[config.mk]
export PLATFORM = sky130hd
export DESIGN_NAME = auto_calibrating_pedal_scaler_top
export DESIGN_NICKNAME = d
export VERILOG_FILES = /design/src/hdl/apsc_pkg.sv /design/src/hdl/auto_calibrating_pedal_scaler_top.sv /design/src/hdl/apsc_divider.sv /design/src/hdl/apsc_datapath.sv /design/src/hdl/apsc_ctrl.sv
export SDC_FILE = /design/constraint.sdc
export NUM_CORES = 1
export LEC_CHECK = 0
export BUFFER_PORTS_ARGS = -buffer_cell sky130_fd_sc_hd__buf_4
export CAP_MARGIN = 20
export CORE_ASPECT_RATIO = 0.7
export CORE_MARGIN = 4
export CORE_UTILIZATION = 33
export CTS_BUF_LIST = sky130_fd_sc_hd__clkbuf_2 sky130_fd_sc_hd__clkbuf_4 sky130_fd_sc_hd__clkbuf_8
export DETAILED_ROUTE_END_ITERATION = 8
export PLACE_DENSITY_LB_ADDON = 0.25
export SLEW_MARGIN = 20
export SYNTH_ARGS = -nofsm -noshare
export SYNTH_HDL_FRONTEND = slang
export SYNTH_SLANG_ARGS = --single-unit
[constraint.sdc]
create_clock -name aclk -period 13.3 [get_ports aclk]
set_input_delay 1.995 -clock aclk [delete_from_list [all_inputs] [get_ports aclk]]
set_output_delay 1.995 -clock aclk [all_outputs]
set_load 0.02 [all_outputs]
[src/hdl/apsc_pkg.sv]
// ----------------------------------------------------------------------------
// apsc_pkg
// Shared constants and controller/datapath interface types of the
// auto-calibrating pedal scaler.
// ----------------------------------------------------------------------------
package apsc_pkg;

    localparam int SAMPLE_BITS_DEF = 10;

    // Width and reset value of the cutoff divisor register.
    localparam int          CFG_BITS     = 7;
    localparam logic [6:0]  CUTOFF_RESET = 7'd8;

    // Scaled position: 8 bits, full scale is 256 per span.
    localparam int          POS_BITS    = 8;
    localparam int          SCALE_SHIFT = 8;
    localparam logic [7:0]  POS_MAX     = 8'd255;

    // Command codes carried in the input word's tuser bit.
    localparam logic CMD_SEED  = 1'b0;
    localparam logic CMD_TRACK = 1'b1;

    typedef struct packed {
        logic load_in;      // latch the input word and update the marks
        logic div_start;    // start the shared divider
        logic div_sel_map;  // 1: map the sample, 0: size the dead zone
        logic commit_map;   // store the new offset and span
        logic commit_out;   // store the result word in the output register
    } apsc_cmd_t;

    typedef struct packed {
        logic changed;      // a mark moved or the word was a seed
        logic cutoff_zero;  // cutoff divisor is zero, no dead zone
        logic div_done;     // divider result is ready
        logic out_busy;     // output register holds a word not yet taken
    } apsc_status_t;

endpackage

[src/hdl/auto_calibrating_pedal_scaler_top.sv]
// ----------------------------------------------------------------------------
// auto_calibrating_pedal_scaler_top
// Auto-ranging pedal scaler: tracks the lowest and highest ADC reading and
// maps each reading to an 8-bit position with a dead zone at pedal-down.
// ----------------------------------------------------------------------------
// Usage:
//   Input words arrive on the s_ channel: the raw reading in s_tdata and the
//   command in s_tuser (0 seeds both marks, 1 tracks). Every input word gives
//   exactly one result word on the m_ channel: position in m_tdata and the
//   inverted flag in m_tuser. The cutoff divisor is written on the cfg_
//   channel, which is always ready; write it only while no word is in flight.
//   One word is processed at a time. A word whose marks stay put needs one
//   division, the mapping, and so does any word while the divisor is zero.
//   With a nonzero divisor a seed, or a word that moves a mark, needs two,
//   since the dead zone and the mapping both pass through the single
//   iterative divider, one quotient bit per cycle over SAMPLE_BITS+10 bits.
//   The result word shows up on m_tvalid in the same cycle that s_tready
//   rises again, and the next word can be accepted in that cycle.
//   A result waiting in the output register does not block the next word;
//   only the store of the following result waits while the receiver stalls.
//   Reset clears the marks and offset, sets the span to one and the divisor
//   to eight, and drops m_tvalid.
// ----------------------------------------------------------------------------
module auto_calibrating_pedal_scaler_top import apsc_pkg::*; #(
    parameter int SAMPLE_BITS = SAMPLE_BITS_DEF
) (
    input  logic                                  aclk,
    input  logic                                  aresetn,
    input  logic                                  s_tvalid,
    output logic                                  s_tready,
    input  logic [((SAMPLE_BITS + 7) / 8) * 8-1:0] s_tdata,  // sample
    input  logic [0:0]                            s_tuser,  // command
    output logic                                  m_tvalid,
    input  logic                                  m_tready,
    output logic [POS_BITS-1:0]                   m_tdata,  // position
    output logic [0:0]                            m_tuser,  // inverted
    input  logic                                  cfg_valid,
    output logic                                  cfg_ready,
    input  logic [CFG_BITS-1:0]                   cfg_data
);

    apsc_cmd_t    cmd;
    apsc_status_t status;

    assign cfg_ready = 1'b1;

    apsc_ctrl u_ctrl (
        .aclk     (aclk),
        .aresetn  (aresetn),
        .s_tvalid (s_tvalid),
        .s_tready (s_tready),
        .status   (status),
        .cmd      (cmd)
    );

    apsc_datapath #(
        .SAMPLE_BITS (SAMPLE_BITS)
    ) u_datapath (
        .aclk       (aclk),
        .aresetn    (aresetn),
        .cfg_write  (cfg_valid & cfg_ready),
        .cfg_data   (cfg_data),
        .command_in (s_tuser[0]),
        .sample_in  (s_tdata[SAMPLE_BITS-1:0]),
        .m_tready   (m_tready),
        .cmd        (cmd),
        .status     (status),
        .m_tvalid   (m_tvalid),
        .position   (m_tdata),
        .inverted   (m_tuser[0])
    );

endmodule

[src/hdl/apsc_divider.sv]
// ----------------------------------------------------------------------------
// apsc_divider
// Iterative signed divider, one restoring step per cycle. The quotient is
// returned as a magnitude and a sign, which truncates toward zero.
// ----------------------------------------------------------------------------
module apsc_divider import apsc_pkg::*; #(
    parameter int NW = SAMPLE_BITS_DEF + 10,
    parameter int DW = SAMPLE_BITS_DEF + 3
) (
    input  logic                 aclk,
    input  logic                 aresetn,
    input  logic                 start,
    input  logic signed [NW-1:0] dividend,
    input  logic signed [DW-1:0] divisor,
    output logic        [NW-1:0] quot,
    output logic                 neg,
    output logic                 done
);

    localparam int CW = $clog2(NW + 1);

    logic          busy_reg;
    logic          done_reg;
    logic [CW-1:0] count_reg;
    logic [NW-1:0] q_reg;
    logic [DW-1:0] rem_reg;
    logic [DW-1:0] dmag_reg;
    logic          neg_reg;

    logic [DW:0]   rem_shift;
    logic          fits;
    logic [DW:0]   rem_diff;
    logic [DW-1:0] rem_next;
    logic [NW-1:0] q_next;
    logic [NW-1:0] nmag;
    logic [DW-1:0] dmag;

    assign nmag = dividend[NW-1] ? NW'(-dividend) : NW'(dividend);
    assign dmag = divisor[DW-1]  ? DW'(-divisor)  : DW'(divisor);

    assign rem_shift = {rem_reg, q_reg[NW-1]};
    assign fits      = rem_shift >= {1'b0, dmag_reg};
    assign rem_diff  = rem_shift - {1'b0, dmag_reg};
    // The remainder always stays below the divisor, so the top bit drops.
    assign rem_next  = fits ? rem_diff[DW-1:0] : rem_shift[DW-1:0];
    assign q_next    = {q_reg[NW-2:0], fits};

    always_ff @(posedge aclk) begin
        if (!aresetn) begin
            busy_reg  <= 1'b0;
            done_reg  <= 1'b0;
            count_reg <= '0;
        end else begin
            done_reg <= 1'b0;
            if (start) begin
                busy_reg  <= 1'b1;
                count_reg <= CW'(NW);
                q_reg     <= nmag;
                rem_reg   <= '0;
                dmag_reg  <= dmag;
                neg_reg   <= dividend[NW-1] ^ divisor[DW-1];
            end else if (busy_reg) begin
                q_reg     <= q_next;
                rem_reg   <= rem_next;
                count_reg <= count_reg - CW'(1);
                if (count_reg == CW'(1)) begin
                    busy_reg <= 1'b0;
                    done_reg <= 1'b1;
                end
            end
        end
    end

    assign quot = q_reg;
    assign neg  = neg_reg;
    assign done = done_reg;

endmodule

[src/hdl/apsc_datapath.sv]
// ----------------------------------------------------------------------------
// apsc_datapath
// Marks, offset and span registers, operand selection for the shared
// divider, result clipping and the output register.
// ----------------------------------------------------------------------------
module apsc_datapath import apsc_pkg::*; #(
    parameter int SAMPLE_BITS = SAMPLE_BITS_DEF
) (
    input  logic                   aclk,
    input  logic                   aresetn,
    input  logic                   cfg_write,
    input  logic [CFG_BITS-1:0]    cfg_data,
    input  logic                   command_in,
    input  logic [SAMPLE_BITS-1:0] sample_in,
    input  logic                   m_tready,
    input  apsc_cmd_t              cmd,
    output apsc_status_t           status,
    output logic                   m_tvalid,
    output logic [POS_BITS-1:0]    position,
    output logic                   inverted
);

    localparam int W    = SAMPLE_BITS + 3;   // working width of offset/span
    localparam int MAPW = SAMPLE_BITS + 2;   // stored offset/span width
    localparam int NW   = SAMPLE_BITS + 10;  // dividend width

    localparam logic signed [W-1:0] ONE_W   = W'(1);
    localparam logic signed [W-1:0] ZERO_W  = W'(0);
    localparam logic signed [W-1:0] WIDE_MAX = W'((1 << (SAMPLE_BITS + 1)) - 1);
    localparam logic signed [W-1:0] WIDE_MIN = -WIDE_MAX - ONE_W;

    logic [CFG_BITS-1:0]     cutoff_reg;
    logic [SAMPLE_BITS-1:0]  low_reg;
    logic [SAMPLE_BITS-1:0]  high_reg;
    logic [SAMPLE_BITS-1:0]  sample_reg;
    logic                    changed_reg;
    logic signed [MAPW-1:0]  offset_reg;
    logic signed [MAPW-1:0]  span_reg;
    logic                    valid_reg;
    logic [POS_BITS-1:0]     pos_reg;
    logic                    inv_reg;

    logic [SAMPLE_BITS:0]    mark_sum;
    logic                    dir_pos;
    logic signed [W-1:0]     lo_w;
    logic signed [W-1:0]     hi_w;
    logic signed [W-1:0]     off_raw;
    logic signed [W-1:0]     span_raw;
    logic signed [W-1:0]     q_w;
    logic signed [W-1:0]     widen;
    logic signed [W-1:0]     off_new;
    logic signed [W-1:0]     span_new;
    logic signed [W-1:0]     off_clip;
    logic signed [W-1:0]     span_clip;
    logic signed [MAPW-1:0]  offset_next;
    logic signed [MAPW-1:0]  span_next;

    logic signed [W-1:0]     diff;
    logic signed [NW-1:0]    num_map;
    logic signed [NW-1:0]    div_dividend;
    logic signed [W-1:0]     div_divisor;
    logic [NW-1:0]           div_quot;
    logic                    div_neg;
    logic                    div_done;
    logic [POS_BITS-1:0]     pos_next;

    // Direction and raw span from the current marks.
    assign mark_sum = {1'b0, low_reg} + {1'b0, high_reg};
    assign dir_pos  = ~mark_sum[SAMPLE_BITS];
    assign lo_w     = $signed(W'(low_reg));
    assign hi_w     = $signed(W'(high_reg));
    assign off_raw  = dir_pos ? lo_w : hi_w;
    assign span_raw = dir_pos ? (hi_w - lo_w + ONE_W) : (lo_w - hi_w - ONE_W);

    // The dead zone never exceeds the span, so the quotient fits in W bits.
    assign q_w      = $signed(div_quot[W-1:0]);
    assign widen    = status.cutoff_zero ? ZERO_W : (div_neg ? -q_w : q_w);
    assign off_new  = (span_raw > ZERO_W) ? (off_raw - widen) : (off_raw + widen);
    assign span_new = span_raw + widen;

    always_comb begin
        if (off_new > WIDE_MAX) begin
            off_clip = WIDE_MAX;
        end else if (off_new < WIDE_MIN) begin
            off_clip = WIDE_MIN;
        end else begin
            off_clip = off_new;
        end
        if (span_new > WIDE_MAX) begin
            span_clip = WIDE_MAX;
        end else if (span_new < WIDE_MIN) begin
            span_clip = WIDE_MIN;
        end else begin
            span_clip = span_new;
        end
        offset_next = off_clip[MAPW-1:0];
        span_next   = (span_clip == ZERO_W) ? MAPW'(1) : span_clip[MAPW-1:0];
    end

    // Mapping numerator: (sample - offset) * 256.
    assign diff    = $signed(W'(sample_reg)) - W'(offset_reg);
    assign num_map = NW'(diff) <<< SCALE_SHIFT;

    assign div_dividend = cmd.div_sel_map ? num_map : NW'(span_raw);
    assign div_divisor  = cmd.div_sel_map ? W'(span_reg) : $signed(W'(cutoff_reg));

    apsc_divider #(
        .NW (NW),
        .DW (W)
    ) u_divider (
        .aclk     (aclk),
        .aresetn  (aresetn),
        .start    (cmd.div_start),
        .dividend (div_dividend),
        .divisor  (div_divisor),
        .quot     (div_quot),
        .neg      (div_neg),
        .done     (div_done)
    );

    // A negative quotient clips to fully down, a large one to full scale.
    always_comb begin
        if (div_neg && (div_quot != '0)) begin
            pos_next = '0;
        end else if (div_quot > NW'(POS_MAX)) begin
            pos_next = POS_MAX;
        end else begin
            pos_next = div_quot[POS_BITS-1:0];
        end
    end

    always_ff @(posedge aclk) begin
        if (!aresetn) begin
            cutoff_reg  <= CUTOFF_RESET;
            low_reg     <= '0;
            high_reg    <= '0;
            offset_reg  <= '0;
            span_reg    <= MAPW'(1);
            changed_reg <= 1'b0;
            valid_reg   <= 1'b0;
        end else begin
            if (cfg_write) begin
                cutoff_reg <= cfg_data;
            end
            if (cmd.load_in) begin
                sample_reg <= sample_in;
                if (command_in == CMD_SEED) begin
                    low_reg     <= sample_in;
                    high_reg    <= sample_in;
                    changed_reg <= 1'b1;
                end else begin
                    changed_reg <= (sample_in < low_reg) || (sample_in > high_reg);
                    if (sample_in < low_reg) begin
                        low_reg <= sample_in;
                    end
                    if (sample_in > high_reg) begin
                        high_reg <= sample_in;
                    end
                end
            end
            if (cmd.commit_map) begin
                offset_reg <= offset_next;
                span_reg   <= span_next;
            end
            if (cmd.commit_out) begin
                valid_reg <= 1'b1;
                pos_reg   <= pos_next;
                inv_reg   <= span_reg[MAPW-1];
            end else if (m_tready) begin
                valid_reg <= 1'b0;
            end
        end
    end

    assign status.changed     = changed_reg;
    assign status.cutoff_zero = (cutoff_reg == '0);
    assign status.div_done    = div_done;
    assign status.out_busy    = valid_reg & ~m_tready;

    assign m_tvalid = valid_reg;
    assign position = pos_reg;
    assign inverted = inv_reg;

endmodule

[src/hdl/apsc_ctrl.sv]
// ----------------------------------------------------------------------------
// apsc_ctrl
// Sequencer of the pedal scaler: accepts a word, re-derives the map when a
// mark moved, runs the mapping division and hands the result to the output.
// ----------------------------------------------------------------------------
module apsc_ctrl import apsc_pkg::*; (
    input  logic         aclk,
    input  logic         aresetn,
    input  logic         s_tvalid,
    output logic         s_tready,
    input  apsc_status_t status,
    output apsc_cmd_t    cmd
);

    typedef enum logic [2:0] {
        ST_IDLE,
        ST_CHECK,
        ST_DERIVE,
        ST_MAP_START,
        ST_MAP,
        ST_OUT
    } state_t;

    state_t state_reg;
    logic   ready_reg;

    always_comb begin
        cmd = '0;
        cmd.load_in = ready_reg & s_tvalid;
        case (state_reg)
            ST_CHECK: begin
                if (status.changed && !status.cutoff_zero) begin
                    cmd.div_start = 1'b1;
                end
                // Without a dead zone the map is stored right away.
                if (status.changed && status.cutoff_zero) begin
                    cmd.commit_map = 1'b1;
                end
            end
            ST_DERIVE: begin
                cmd.commit_map = status.div_done;
            end
            ST_MAP_START: begin
                cmd.div_start   = 1'b1;
                cmd.div_sel_map = 1'b1;
            end
            ST_MAP: begin
                cmd.div_sel_map = 1'b1;
            end
            ST_OUT: begin
                cmd.commit_out = ~status.out_busy;
            end
            default: begin
            end
        endcase
    end

    always_ff @(posedge aclk) begin
        if (!aresetn) begin
            state_reg <= ST_IDLE;
            ready_reg <= 1'b1;
        end else begin
            case (state_reg)
                ST_IDLE: begin
                    if (s_tvalid && ready_reg) begin
                        ready_reg <= 1'b0;
                        state_reg <= ST_CHECK;
                    end
                end
                ST_CHECK: begin
                    if (status.changed && !status.cutoff_zero) begin
                        state_reg <= ST_DERIVE;
                    end else begin
                        state_reg <= ST_MAP_START;
                    end
                end
                ST_DERIVE: begin
                    if (status.div_done) begin
                        state_reg <= ST_MAP_START;
                    end
                end
                ST_MAP_START: begin
                    state_reg <= ST_MAP;
                end
                ST_MAP: begin
                    if (status.div_done) begin
                        state_reg <= ST_OUT;
                    end
                end
                ST_OUT: begin
                    if (!status.out_busy) begin
                        ready_reg <= 1'b1;
                        state_reg <= ST_IDLE;
                    end
                end
                default: begin
                    ready_reg <= 1'b1;
                    state_reg <= ST_IDLE;
                end
            endcase
        end
    end

    assign s_tready = ready_reg;

endmodule
======== After elaboration in Yosys (flattened, before gate mapping) ========
Cells that the tools add are included.
cells by class
  bitwise logic cells ..................... 8
  eq/ne operators ......................... 12
  multiplexer cells ....................... 47
  add/sub/neg operators ................... 14
  reductions and logical operators ........ 24
  order comparisons ....................... 9
operator list
  cell                     count
  $mux W13                 9
  $mux W20                 4
  $mux W10                 5
  $mux W12                 4
  $add A13 B13 Y13         2
  $gt A13 B12 Y1 const B   2
  $lt A13 B12 Y1 const B   2
  $neg A13 Y13             2
  $sub A13 B13 Y13         2
  $sub A10 B10 Y11         2
  $gt A20 B8 Y1 const B    1
  $neg A20 Y20             1
  $reduce_bool A20 Y1      1
  $pmux W3 S6              1
  $ge A14 B13 Y1           1
  $mux W1                  14
  $add A13 B2 Y13 const B  1
  $gt A13 B1 Y1 const B    1
  $logic_not A13 Y1        1
  $sub A13 B2 Y13 const B  1
  $mux W3                  4
  $reduce_and A2 Y1        6
  $sub A11 B12 Y12         1
  $add A10 B10 Y11         1
  27 further kinds         45
storage, ports and cells
  flip-flop bits (word level) ............. 130
  logic and storage cells ................. 135
  input port bits ......................... 29
  output and inout port bits .............. 12

======== Depth between registers and ports, before layout ========
Gate-level depths: netlist of the first run.
  word-level depth ........................ 9
  mapped depth ............................ 33
  depth with buffers taken out ............ 30

======== Modules after synthesis ========
From an unflattened synthesis of the first run, not the netlist that was laid out.
second synthesis, totals
  cells, all modules ...................... 1,332
  area, all modules ....................... 11,591.1 sq um
by module, submodules not included
  module                             area an instance (sq um)  cells an instance  seq. area each (sq um)  instances
  apsc_datapath                      7,812.5                   944                1,631.6                 1
  apsc_divider                       3,455.8                   349                1,551.5                 1
  apsc_ctrl                          311.5                     37                 80.1                    1
  auto_calibrating_pedal_scaler_top  11.3                      2                  0.0                     1

======== Least setup slack after synthesis of the first run ========
OpenSTA, ideal clock, no wires.
  path kind ............................... reg-to-reg
  start point ............................. register u_datapath.high_reg[1]
  end point ............................... register u_datapath.offset_reg[2]
  period minus slack after synthesis ...... 6,876 ps
  required time ........................... 13,157 ps
  path buffers ............................ 3
  setup slack ............................. 6,424 ps
  library setup time ...................... 143 ps
  cell stages (with the launch flop) ...... 30
  arrival time ............................ 6,732 ps
  cells stage by stage .................... dfxtp_1 -> inv_1 -> ha_1 -> and3b_1 -> or3_4 -> a2bb2oi_2 -> or3_1 -> clkbuf_1 -> or4b_1 -> a31oi_1 -> a31oi_1 -> nor4bb_4 -> or2_2 -> clkbuf_1 -> mux2_2 -> ha_1 -> a21o_1 -> a21oi_1 -> o21bai_1 -> a21oi_1 -> o21ai_0 -> a21o_1 -> a21oi_1 -> nor2b_1 -> or2_2 -> and3_1 -> or4_1 -> clkbuf_1 -> o2111ai_1 -> a211oi_2
between the ends
  word-level cells in the longest chain between the ends .. 8
  elaborated cells between the ends (all ways) .. 15
  those cells by class .................... add/sub: 7; order compare: 3; mux: 5
RTL lines
  item                                                       RTL line              source
  start: declaration                                         apsc_datapath.sv:34   logic [SAMPLE_BITS-1:0] high_reg;
  start signal: assignment                                   apsc_datapath.sv:149  high_reg <= sample_in;
  start signal: assignment                                   apsc_datapath.sv:157  high_reg <= sample_in;
  $sub A10 B10 Y11                                           apsc_datapath.sv:73   assign span_raw = dir_pos ? (hi_w - lo_w + ONE_W) : (lo_w - hi_w - ONE_W);
  $add A13 B2 Y13 / $sub A13 B2 Y13 (equally long branches)  apsc_datapath.sv:73
  $mux W13                                                   apsc_datapath.sv:73
  $gt A13 B1 Y1                                              apsc_datapath.sv:78   assign off_new = (span_raw > ZERO_W) ? (off_raw - widen) : (off_raw + widen);
  $mux W13 (*)                                               apsc_datapath.sv:78
  $lt A13 B12 Y1                                             apsc_datapath.sv:84   end else if (off_new < WIDE_MIN) begin
  $mux W12                                                   apsc_datapath.sv:84
  $mux W12 (*)                                               apsc_datapath.sv:82   if (off_new > WIDE_MAX) begin
  end signal: assignment                                     apsc_datapath.sv:162  offset_reg <= offset_next;
  end: declaration                                           apsc_datapath.sv:37   logic signed [MAPW-1:0] offset_reg;
Mark *: on every way between the ends. The rest lies on a longest branch, timed or not.
A chain may end at the register's enable or synchronous reset.

======== Final worst setup path of the first run ========
  start point ............................. register u_datapath.high_reg[6]
  end point ............................... register u_datapath.offset_reg[4]
Same word-level chain as after synthesis.

==> results of run 1 <==
## final timing paths
kind | from | endpoint | slack [ns] | cells after the start
max | u_datapath.high_reg[6] | u_datapath.offset_reg[4] | 5.08 | 26
min | u_datapath.u_divider.count_reg[1] | u_datapath.u_divider.count_reg[1] | 0.49 | 2
max reg2reg | u_datapath.high_reg[6] | u_datapath.offset_reg[4] | 5.08 | 26
min reg2reg | u_datapath.u_divider.count_reg[1] | u_datapath.u_divider.count_reg[1] | 0.49 | 2
## cells by family after synthesis
logic type      count (synthesis)  synth area share (%)
compound gates                380                  21.9
xor+xnor                       98                  7.53
fa+ha+maj                     118                  13.1
buf+inv                       168                  5.83
flops                         130                  28.6
mux                            49                  4.42
other cells                     2                0.0659
simple gates                  426                  18.5
## report_power, final
part / total [mW] / switching, mW / internal [mW] / leakage [nW]
combinational: 0.957 / 0.590 / 0.367 / 3.82
clock: 0.370 / 0.178 / 0.192 / 0.202
sequential: 0.482 / 0.0290 / 0.453 / 1.13
total: 1.81 / 0.797 / 1.01 / 5.15
## cell usage after synthesis (all sizes together), types with 47 or more instances
library cell  instances  share of area (%)
inv                 106                3.5
nand2               109                3.6
clkbuf               47                1.5
ha                  102                 11
xor2                 48                3.7
nor2                135                4.4
edfxtp               66                 17
o21ai               104                4.6
mux2i                47                4.1
dfxtp                64                 11
a21oi                88                3.9
xnor2                50                3.8
## metal layers
layer	share of wire, %	vias to the layer above
li1	-	4921
met1	51	4775
met4	1.0	0
met5	0	-
met3	8.5	23
met2	39	299
## through the flow
stage	instance area [sq um]	utilization [%]
finish	12500	37.0
global route	12500	37.0
CTS	12500	37.0
detailed placement	12100	35.7
global placement	12100	35.7
floorplan	11400	-
## area by class of cell
cell class	instances	area (sq um)
Clock buffer	19	255
Tap cell	464	581
Inverter	106	398
Multi-Input combinational cell	1073	7490
Clock inverter	13	161
Sequential cell	130	3260
Timing Repair Buffer	45	350
Fill cell	3564	21300
## critical path, delay by kind of cell, from the launching register on
family,cells,cell delay (ns)
compound gates,12,3.01
simple gates,9,2.88
fa+ha+maj,2,1.05
flops,1,0.47
mux,1,0.39
xor+xnor,1,0.17
buf+inv,1,0.11
==> metrics.md, run 1 <==
| Metric | Value |
|---|---|
| Total congestion overflow | `0` |
| Die Ht | `163 um` |
| Netlist cell types | `81` |
| Mapped Nets | `1508` |
| Final hold violation count | `0` |
| GRT Overall Usage | `17.8%` |
| Crit path capture type | `flop` |
| Final Instance Count excl. Fillers | `1850` |
| Vias in the first global route | `between 9000 and 10000` |
| Fmax | `0.122 GHz` |
| Die area | `0.0376 sq mm` |
| Setup CP Type | `flop to flop` |
| Top FF cell, synth | `edfxtp_1` |
| Hold slack | `0.494 ns` |
| ANT nets after route | `0` |
| TritonCTS clock tree | `built` |
| Post-Syn Area | `0.0114 sq mm` |
| Clock latency on the worst-skew pair | `0.46 ns` |
| Slew @ Worst Pin | `~1.0 ns` |
| Setup_tns | `0 ns` |
| Wire per inst | `17.9 um` |
| Initial antenna violation count | `0` |
| Power per Cell Area | `145 mW/mm^2` |
| Hold Path Class | `flop to flop` |
| Post-synth EDFFs | `66` |
| CP max FO | `20` |
| Clock tree buffer depth | `2` |
| DP Cell Count | `~1800` |
| Worst path max stage delay | `0.76 ns` |
| Period minus WS final | `8.22 ns` |
| Status | `complete, no violations` |
| Max IR drop VDD | `0.0990 mV` |
| YS warnings | `0` |
| Core area | `0.0338 sq mm` |
| Chip width | `230 um` |
| Max FFs per register | `20` |
| Most frequent cells in the layout | `nor2_1, nand2_1, inv_1` |
| FP Rows | `56` |
| Layout Nets | `1510` |
| HPWL after DPL | `25.5 mm` |
| Setup repair bufs after CTS | `0` |
| Total CTS buffers | `17` |
| Gr busiest metal | `met1` |
| Post-CTS sizing | `0` |
| Final worst-path cycle share | `61.8%` |
| Static leakage | `5.15 nW` |
| Critical path data arrival time | `about 8.5 ns` |
| DR vias/cell | `5.42` |
| CP required | `13.62 ns` |
| Largest net degree at the start of global routing | `between 40 and 50` |
| Share of cells above drive strength 1 | `8.66%` |
| Commonest non-fill, non-tap cell in the layout | `nor2_1` |
| Setup violators final | `0` |
| Starting Density | `between 30 and 40%` |
| Final RePlAce weighted congestion | `0.915` |
| Clock Pin Slew Worst Setup and Hold Paths | `about 0.090 ns` |
| # IOs | `41` |
| Final Power | `between 1.5 and 2 mW` |
| Clk_skew | `roughly 0.013 ns` |
| First-pass GRT wire length | `52.6 mm` |
| Post-CTS Hold Fix Bufs | `0` |
| Grt met2 use | `approximately 25%` |
| Met1 usage | `between 20% and 30%` |
| Setup WS pre-CTS | `5.22 ns` |
| Synthesized area per cell | `8.31 sq um` |
| Detailed Route WL | `33.1 mm` |
| H-tree depth | `4` |
| Syn-to-layout area delta | `9.69%` |
| N_diodes | `0` |
| Synthesis-stage register bit count | `130` |
| Final Slew Violations | `0` |
| Drt first pass iters | `5` |
| Max-cap violations | `0` |
| Seq/Total Area, Yosys | `between 20% and 30%` |
| DRC | `0` |
| Cells after Synth | `1371` |
| Crit start category | `flop` |
| Final setup margin | `5.08 ns` |
| Clock Sinks | `130` |
| Share of flip-flops with an asynchronous set or reset | `0%` |
| Via Count | `10000` |
| Slew HR | `29.4%` |
| CP max-delay cell | `ha_1` |
| Iter 0 DRT Violations | `approximately 750` |
| Met3 Use GR | `roughly 5.5%` |
| Unrepaired setup endpoints after global routing | `no` |
| Root Buffer | `clkbuf_8` |
| IO Port Bufs | `33` |
No activity file was read; power rests on OpenSTA's default activity.
==> run 2: changes to the inputs <==
- ABC_AREA: not set -> 1
- clock period: 13.3 -> 7.9 ns (I/O delays scaled with it)
==> metrics.md, run 2 <==
| Metric | Value |
|---|---|
| Largest net degree at the start of global routing | `45 (unchanged)` |
| Detailed Route WL | `30.9 mm (-6.8%)` |
| Sw Ratio | `54.6% (+11 points)` |
| Total congestion overflow | `0 (unchanged)` |
| Clk_skew | `0.0149 ns (+0.00166 ns)` |
| Clock power frac | `12.3% (-8.2 points)` |
| Clock tree buffer depth | `2 (unchanged)` |
| Clock Sinks | `130 (unchanged)` |
| Crit start category | `flop` |
| Layout Nets | `1734 (+15%)` |
| Hold slack | `0.468 ns (-0.0256 ns)` |
| FP Rows | `56 (unchanged)` |
| Post-CTS Hold Fix Bufs | `0 (unchanged)` |
| GRT Overall Usage | `17.2% (-0.61 points)` |
| HPWL after DPL | `24.6 mm (-3.7%)` |
| Wire per inst | `15.1 um (-16%)` |
| Setup violators final | `0 (unchanged)` |
| Most frequent cells in the layout | `nand2_1, inv_1, o21ai_0` |
| Chip width | `228 um (-0.76%)` |
| Reg power frac | `16.9% (-9.7 points)` |
| Initial antenna violation count | `0 (unchanged)` |
| Die area | `0.0371 sq mm (-1.5%)` |
| Top FF cell, synth | `edfxtp_1` |
| Cells after Synth | `1579 (+15%)` |
| Synth top area cells | `edfxtp_1, nand2_1, dfxtp_1` |
| Max-cap violations | `0 (unchanged)` |
| Iter 0 DRT Violations | `796 (+6.0%)` |
| Largest family of logic cells by synthesized area | `simple AND/OR/NAND/NOR gates` |
| CP required | `8.24 ns (-5.38 ns)` |
| Share of cells above drive strength 1 | `10.4% (+1.8 points)` |
| Power per Cell Area | `440 mW/mm^2 (+200%)` |
| Status | `complete, no violations` |
| Worst path max stage delay | `0.64 ns (-0.12 ns)` |
| Critical path data arrival time | `6.66 ns (-1.88 ns)` |
| DR vias/cell | `4.98 (-8.1%)` |
| Reg2reg start | `u_datapath.high_reg[3]` |
| Design Area, Final | `0.0123 sq mm (-1.6%)` |
| Hold wc startpoint | `u_datapath.span_reg[3]` |
| Fmax | `0.158 GHz (+30%)` |
| Max IR drop VDD | `0.194 mV (+96%)` |
| Max FFs per register | `20 (unchanged)` |
| Slew HR | `42.8% (+13 points)` |
| Worst r2r path cells | `31 (+19%)` |
| Placed Area | `0.0119 sq mm (-1.8%)` |
| Post-Syn Area | `0.0112 sq mm (-1.6%)` |
| First-pass GRT wire length | `51.1 mm (-3.0%)` |
| Post-synthesis mux area share | `0.268% (-4.2 points)` |
| Core area | `0.0335 sq mm (-0.83%)` |
| Unrepaired setup endpoints after global routing | `no` |
| Final worst-path cycle share | `80.0% (+18 points)` |
| Period minus WS final | `6.32 ns (-1.91 ns)` |
| Seq/Total Area, Yosys | `29.1% (+0.45 points)` |
| DP Cell Count | `2013 (+11%)` |
| Root Buffer | `clkbuf_8` |
| Via Count | `10200 (+1.6%)` |
| Starting Density | `33.5% (-0.25 points)` |
| Mapped Nets | `1716 (+14%)` |
| Final Slew Violations | `0 (unchanged)` |
| Hold Crit Depth | `2 (unchanged)` |
| CP max-delay cell | `a21oi_2` |
| YS warnings | `0 (unchanged)` |
| Total CTS buffers | `17 (unchanged)` |
| Synth Area in Simple Gates | `26.0% (+7.5 points)` |
| Synthesized area per cell | `7.10 sq um (-15%)` |
| # IOs | `41 (unchanged)` |
| Setup CP Type | `flop to flop` |
| P_int | `2.46 mW (+140%)` |
| Final Instance Count excl. Fillers | `2045 (+11%)` |
| Count leader, synth | `nand2_1` |
| DRC | `0 (unchanged)` |
| Logic pwr share | `70.8% (+18 points)` |
| Clock Pin Slew Worst Setup and Hold Paths | `0.09 ns (about the same)` |
| Hold Path Class | `flop to flop` |
| IO Port Bufs | `33 (unchanged)` |
| Final hold violation count | `0 (unchanged)` |
| TritonCTS clock tree | `built` |
| Die Ht | `162 um (-0.74%)` |
| ANT nets after route | `0 (unchanged)` |
| Static leakage | `5.72 nW (+11%)` |
| Post-CTS sizing | `0 (unchanged)` |
| Net Switching | `2.95 mW (+270%)` |
| N_diodes | `0 (unchanged)` |
| CP max FO | `35 (+75%)` |
| Commonest non-fill, non-tap cell in the layout | `nand2_1` |
| Yosys top cell by area | `edfxtp_1` |
| Adder-cell share of the synthesized area | `12.4% (-0.68 points)` |
| Setup repair bufs after CTS | `0 (unchanged)` |
| Crit path capture type | `flop` |
| Yosys top cell area share | `17.7% (+0.28 points)` |
| Synthesis-stage register bit count | `130 (unchanged)` |
| Share of flip-flops with an asynchronous set or reset | `0% (unchanged)` |
| Slew @ Worst Pin | `0.854 ns (-0.192 ns)` |
| Drt first pass iters | `6 (+1)` |
| Vias in the first global route | `9707 (+1.8%)` |
| Post-Synth XOR/XNOR Area | `5.86% (-1.7 points)` |
| H-tree depth | `4 (unchanged)` |
| Clock latency on the worst-skew pair | `0.49 ns (+0.03 ns)` |
| Critical path launch point | `u_datapath.high_reg[3]` |
| Crit-path most repeated cell | `nand2_1` |
| Netlist cell types | `53 (-35%)` |
| Syn-to-layout area delta | `9.61% (about the same)` |
| Top post-synthesis cells by count | `nand2_1, inv_1, o21ai_0` |
| Final RePlAce weighted congestion | `0.886 (-3.1%)` |
| Post-synth EDFFs | `66 (unchanged)` |
| Setup_tns | `0 ns (unchanged)` |
| Synth Area in Compound Gates | `16.2% (-5.7 points)` |
-- run 2: metal layers --
metal | vias to the layer above | part of all wire, % | GRT usage (%)
met2 | 191 | 40 | 24.9
li1 | 5224 | - | -
met5 | - | 0 | 0
met3 | 26 | 5.0 | 2.96
met4 | 0 | 1.2 | 4.39
met1 | 4741 | 54 | 26.3
-- run 2: final cells by class --
class,count,area (sq um)
Clock buffer,18,241
Clock inverter,14,204
Fill cell,3589,21200
Inverter,239,897
Multi-Input combinational cell,1168,6840
Sequential cell,130,3260
Tap cell,435,544
Timing Repair Buffer,41,308
-- run 2: kinds of logic (layout without fill, tap and decap cells) --
kind of cell             after synthesis  in the layout
AND/OR/NAND/NOR                      654            654
AO/OA/AOI/OAI                        326            326
buffers and inverters                281            312
flip-flops                           130            130
adder cells (fa/ha/maj)              108            108
XOR/XNOR                              75             75
multiplexers                           3              3
other                                  2              2
-- run 2: worst max-delay path: cells and delay by family, from the launching register on --
| family | cells | cell delay (ns) |
|---|---|---|
| simple gates | 13 | 1.68 |
| compound gates | 13 | 2.70 |
| flops | 1 | 0.39 |
| fa+ha+maj | 2 | 1.02 |
| buf+inv | 3 | 0.38 |
-- run 2: final timing paths --
check | endpoint | slack [ns]
max | u_datapath.offset_reg[0] | 1.58
min | u_datapath.span_reg[3] | 0.47
max reg2reg | u_datapath.offset_reg[0] | 1.58
min reg2reg | u_datapath.span_reg[3] | 0.47
-- run 2: power groups by stage --
| stage | Clock, mW | Combinational, mW | Sequential, mW |
|---|---|---|---|
| after floorplan | 0 | 2.99 | 0.908 |
| after global placement | 0 | 3.73 | 0.927 |
| after detailed placement | 0 | 3.79 | 0.929 |
| after CTS | 0.683 | 3.81 | 0.914 |
| after global routing | 0.708 | 4.38 | 0.926 |
| final | 0.664 | 3.83 | 0.913 |
-- run 2: metrics by stage --
stage	power [mW]	util, %	setup WS, ns
finish	5.41	36.7	1.58
global route	6.02	36.7	0.906
CTS	5.41	36.7	1.62
detailed placement	4.72	35.4	1.67
global placement	4.66	35.4	1.72
floorplan	3.90	-	2.94
==> run 3: changes to the inputs <==
- clock period: 7.9 -> 5.4 ns (I/O delays scaled with it)
==> metrics.md, run 3 (same netlist as run 2, synthesis figures left out) <==
| Metric | Value |
|---|---|
| Crit-path most repeated cell | `nand3_2` |
| Worst r2r path cells | `38 (+23%)` |
| Fmax | `0.190 GHz (+20%)` |
| Most frequent cells in the layout | `nand2_1, inv_1, o21ai_0` |
| FP Rows | `56 (unchanged)` |
| Status | `complete, no violations` |
| Wire per inst | `15.3 um (+1.1%)` |
| Die Ht | `162 um (unchanged)` |
| Setup CP Type | `flop to flop` |
| Design Area, Final | `0.0130 sq mm (+5.5%)` |
| Starting Density | `33.5% (unchanged)` |
| Slew @ Worst Pin | `0.832 ns (-0.0217 ns)` |
| Slew HR | `44.3% (+1.5 points)` |
| Core area | `0.0335 sq mm (unchanged)` |
| Syn-to-layout area delta | `15.7%` |
| Sw Ratio | `54.0% (-0.53 points)` |
| Clock power frac | `9.5% (-2.8 points)` |
| Detailed Route WL | `32.0 mm (+3.4%)` |
| Total congestion overflow | `0 (unchanged)` |
| Reg power frac | `15.9% (-1.0 points)` |
| Max IR drop VDD | `0.316 mV (+63%)` |
| Hold Path Class | `flop to flop` |
| ANT nets after route | `0 (unchanged)` |
| Root Buffer | `clkbuf_8` |
| Final hold violation count | `0 (unchanged)` |
| Clock latency on the worst-skew pair | `0.48 ns (about the same)` |
| Fillers | `3547 (-1.2%)` |
| Clk_skew | `0.0197 ns (+0.00478 ns)` |
| Logic pwr share | `74.6% (+3.8 points)` |
| CP required | `5.76 ns (-2.48 ns)` |
| Power per Cell Area | `651 mW/mm^2 (+48%)` |
| Static leakage | `5.93 nW (+3.8%)` |
| P_int | `3.88 mW (+58%)` |
| Total CTS buffers | `17 (unchanged)` |
| Period minus WS final | `5.25 ns (-1.06 ns)` |
| DP Cell Count | `2040 (+1.3%)` |
| Crit path capture type | `flop` |
| HPWL after DPL | `25.0 mm (+1.8%)` |
| Unrepaired setup endpoints after global routing | `yes` |
| Final worst-path cycle share | `97.3% (+17 points)` |
| TritonCTS clock tree | `built` |
| Final Instance Count excl. Fillers | `2092 (+2.3%)` |
| R2r endpoint | `u_datapath.offset_reg[3]` |
| First-pass GRT wire length | `50.8 mm (-0.53%)` |
| Clock tree buffer depth | `2 (unchanged)` |
| Initial antenna violation count | `0 (unchanged)` |
| Worst path max stage delay | `0.61 ns (-0.03 ns)` |
| H-tree depth | `4 (unchanged)` |
| Chip width | `228 um (unchanged)` |
| Clock Sinks | `130 (unchanged)` |
| Net Switching | `4.56 mW (+55%)` |
| N_diodes | `0 (unchanged)` |
| Iter 0 DRT Violations | `821 (+3.1%)` |
| Final Slew Violations | `0 (unchanged)` |
| Share of cells above drive strength 1 | `16.5% (+6.1 points)` |
| Drt first pass iters | `5 (-1)` |
| Max FFs per register | `20 (unchanged)` |
| Commonest non-fill, non-tap cell in the layout | `nand2_1` |
| Critical path data arrival time | `5.61 ns (-1.05 ns)` |
| Crit start category | `flop` |
| Placed Area | `0.0121 sq mm (+1.8%)` |
| CP max FO | `6 (-83%)` |
| CP max-delay cell | `fa_2` |
| DRC | `0 (unchanged)` |
| Final Power | `8.45 mW (+56%)` |
| Reg2reg start | `u_datapath.high_reg[0]` |
| Max-cap violations | `0 (unchanged)` |
| Setup violators final | `0 (unchanged)` |
| Layout Nets | `1781 (+2.7%)` |
| Hold Crit Depth | `2 (unchanged)` |
| Vias in the first global route | `9462 (-2.5%)` |
| Post-CTS Hold Fix Bufs | `0 (unchanged)` |
| # IOs | `41 (unchanged)` |
| GRT Overall Usage | `17.2% (-0.031 points)` |
| Die area | `0.0371 sq mm (unchanged)` |
| DR vias/cell | `4.93 (-0.97%)` |
| Slack of the worst reg-to-reg path | `0.15 ns (-1.44 ns)` |
| Clock Pin Slew Worst Setup and Hold Paths | `0.08 ns (about the same)` |
| Final RePlAce weighted congestion | `0.865 (-2.4%)` |
| Largest net degree at the start of global routing | `51 (+13%)` |
| Crit path max-delay family | `simple AND/OR/NAND/NOR gates` |
| IO Port Bufs | `33 (unchanged)` |
| Via Count | `10300 (+1.3%)` |
| Hold wc startpoint | `u_datapath.u_divider.count_reg[1]` |
| Buffer and inverter count on the worst path | `6 (+3)` |
| Hold EP | `u_datapath.u_divider.count_reg[1]` |
[run 3: metrics by stage]
step	TNS, ns	setup slack [ns]	hold WS (ns)	util [%]
floorplan	0	0.436	0.431	-
finish	0	0.148	0.465	38.8
detailed placement	0	0.00309	0.459	36.0
global route	-1.67	-0.157	0.502	38.8
CTS	0	0.0237	0.469	37.1
global placement	0	0.0303	0.453	36.0
[run 3: per-layer routing]
layer / track usage, % / vias up / wire length, um
met2: 24.0 / 229 / 12600
met3: 3.21 / 16 / 1910
li1: - / 5327 / -
met5: 0 / - / 0
met4: 3.62 / 0 / 352
met1: 27.1 / 4743 / 17100
[run 3: power groups by stage]
stage	Sequential (mW)	Combinational (mW)	Clock, mW
final	1.34	6.30	0.801
after global routing	1.36	7.06	0.879
after CTS	1.34	5.76	0.832
after detailed placement	1.36	5.71	0
after global placement	1.35	5.67	0
after floorplan	1.33	4.38	0
[run 3: worst max-delay path by stage]
stage	startpoint	end	slack, ns	depth (start not counted)
final	u_datapath.high_reg[0]	u_datapath.offset_reg[3]	0.15	38
after global routing	u_datapath.low_reg[0]	u_datapath.offset_reg[5]	-0.16	38
after CTS	u_datapath.low_reg[0]	u_datapath.offset_reg[0]	0.02	38
after detailed placement	u_datapath.high_reg[2]	u_datapath.offset_reg[0]	0.003	36
after global placement	u_datapath.low_reg[0]	u_datapath.offset_reg[0]	0.03	38
after floorplan	u_datapath.low_reg[0]	u_datapath.offset_reg[1]	0.44	39
[run 3: layout make-up]
type	instances	area, sq um	share of cell area [%]
clock buffer	21	270	2.08
clock inverter	11	90.1	0.694
inverter	239	902	6.95
multi-input combinational	1168	7200	55.5
sequential	130	3280	25.2
tap	435	544	4.19
timing repair buffer	88	698	5.38
[run 3: worst register-to-register path, delay by kind of cell (launching register included)]
family,cells,cell delay [ns]
compound gates,8,1.04
xor+xnor,2,0.30
fa+ha+maj,4,1.19
buf+inv,6,0.51
flops,1,0.38
simple gates,18,1.72
[run 3: what timing repair did]
action / 4_1_cts / 5_1_grt
gates resized for setup: 2 / 94
buffers inserted: 0 / 19
setup endpoints to repair: 11 / 13
pin swaps: 0 / 50
cloned: 0 / 1
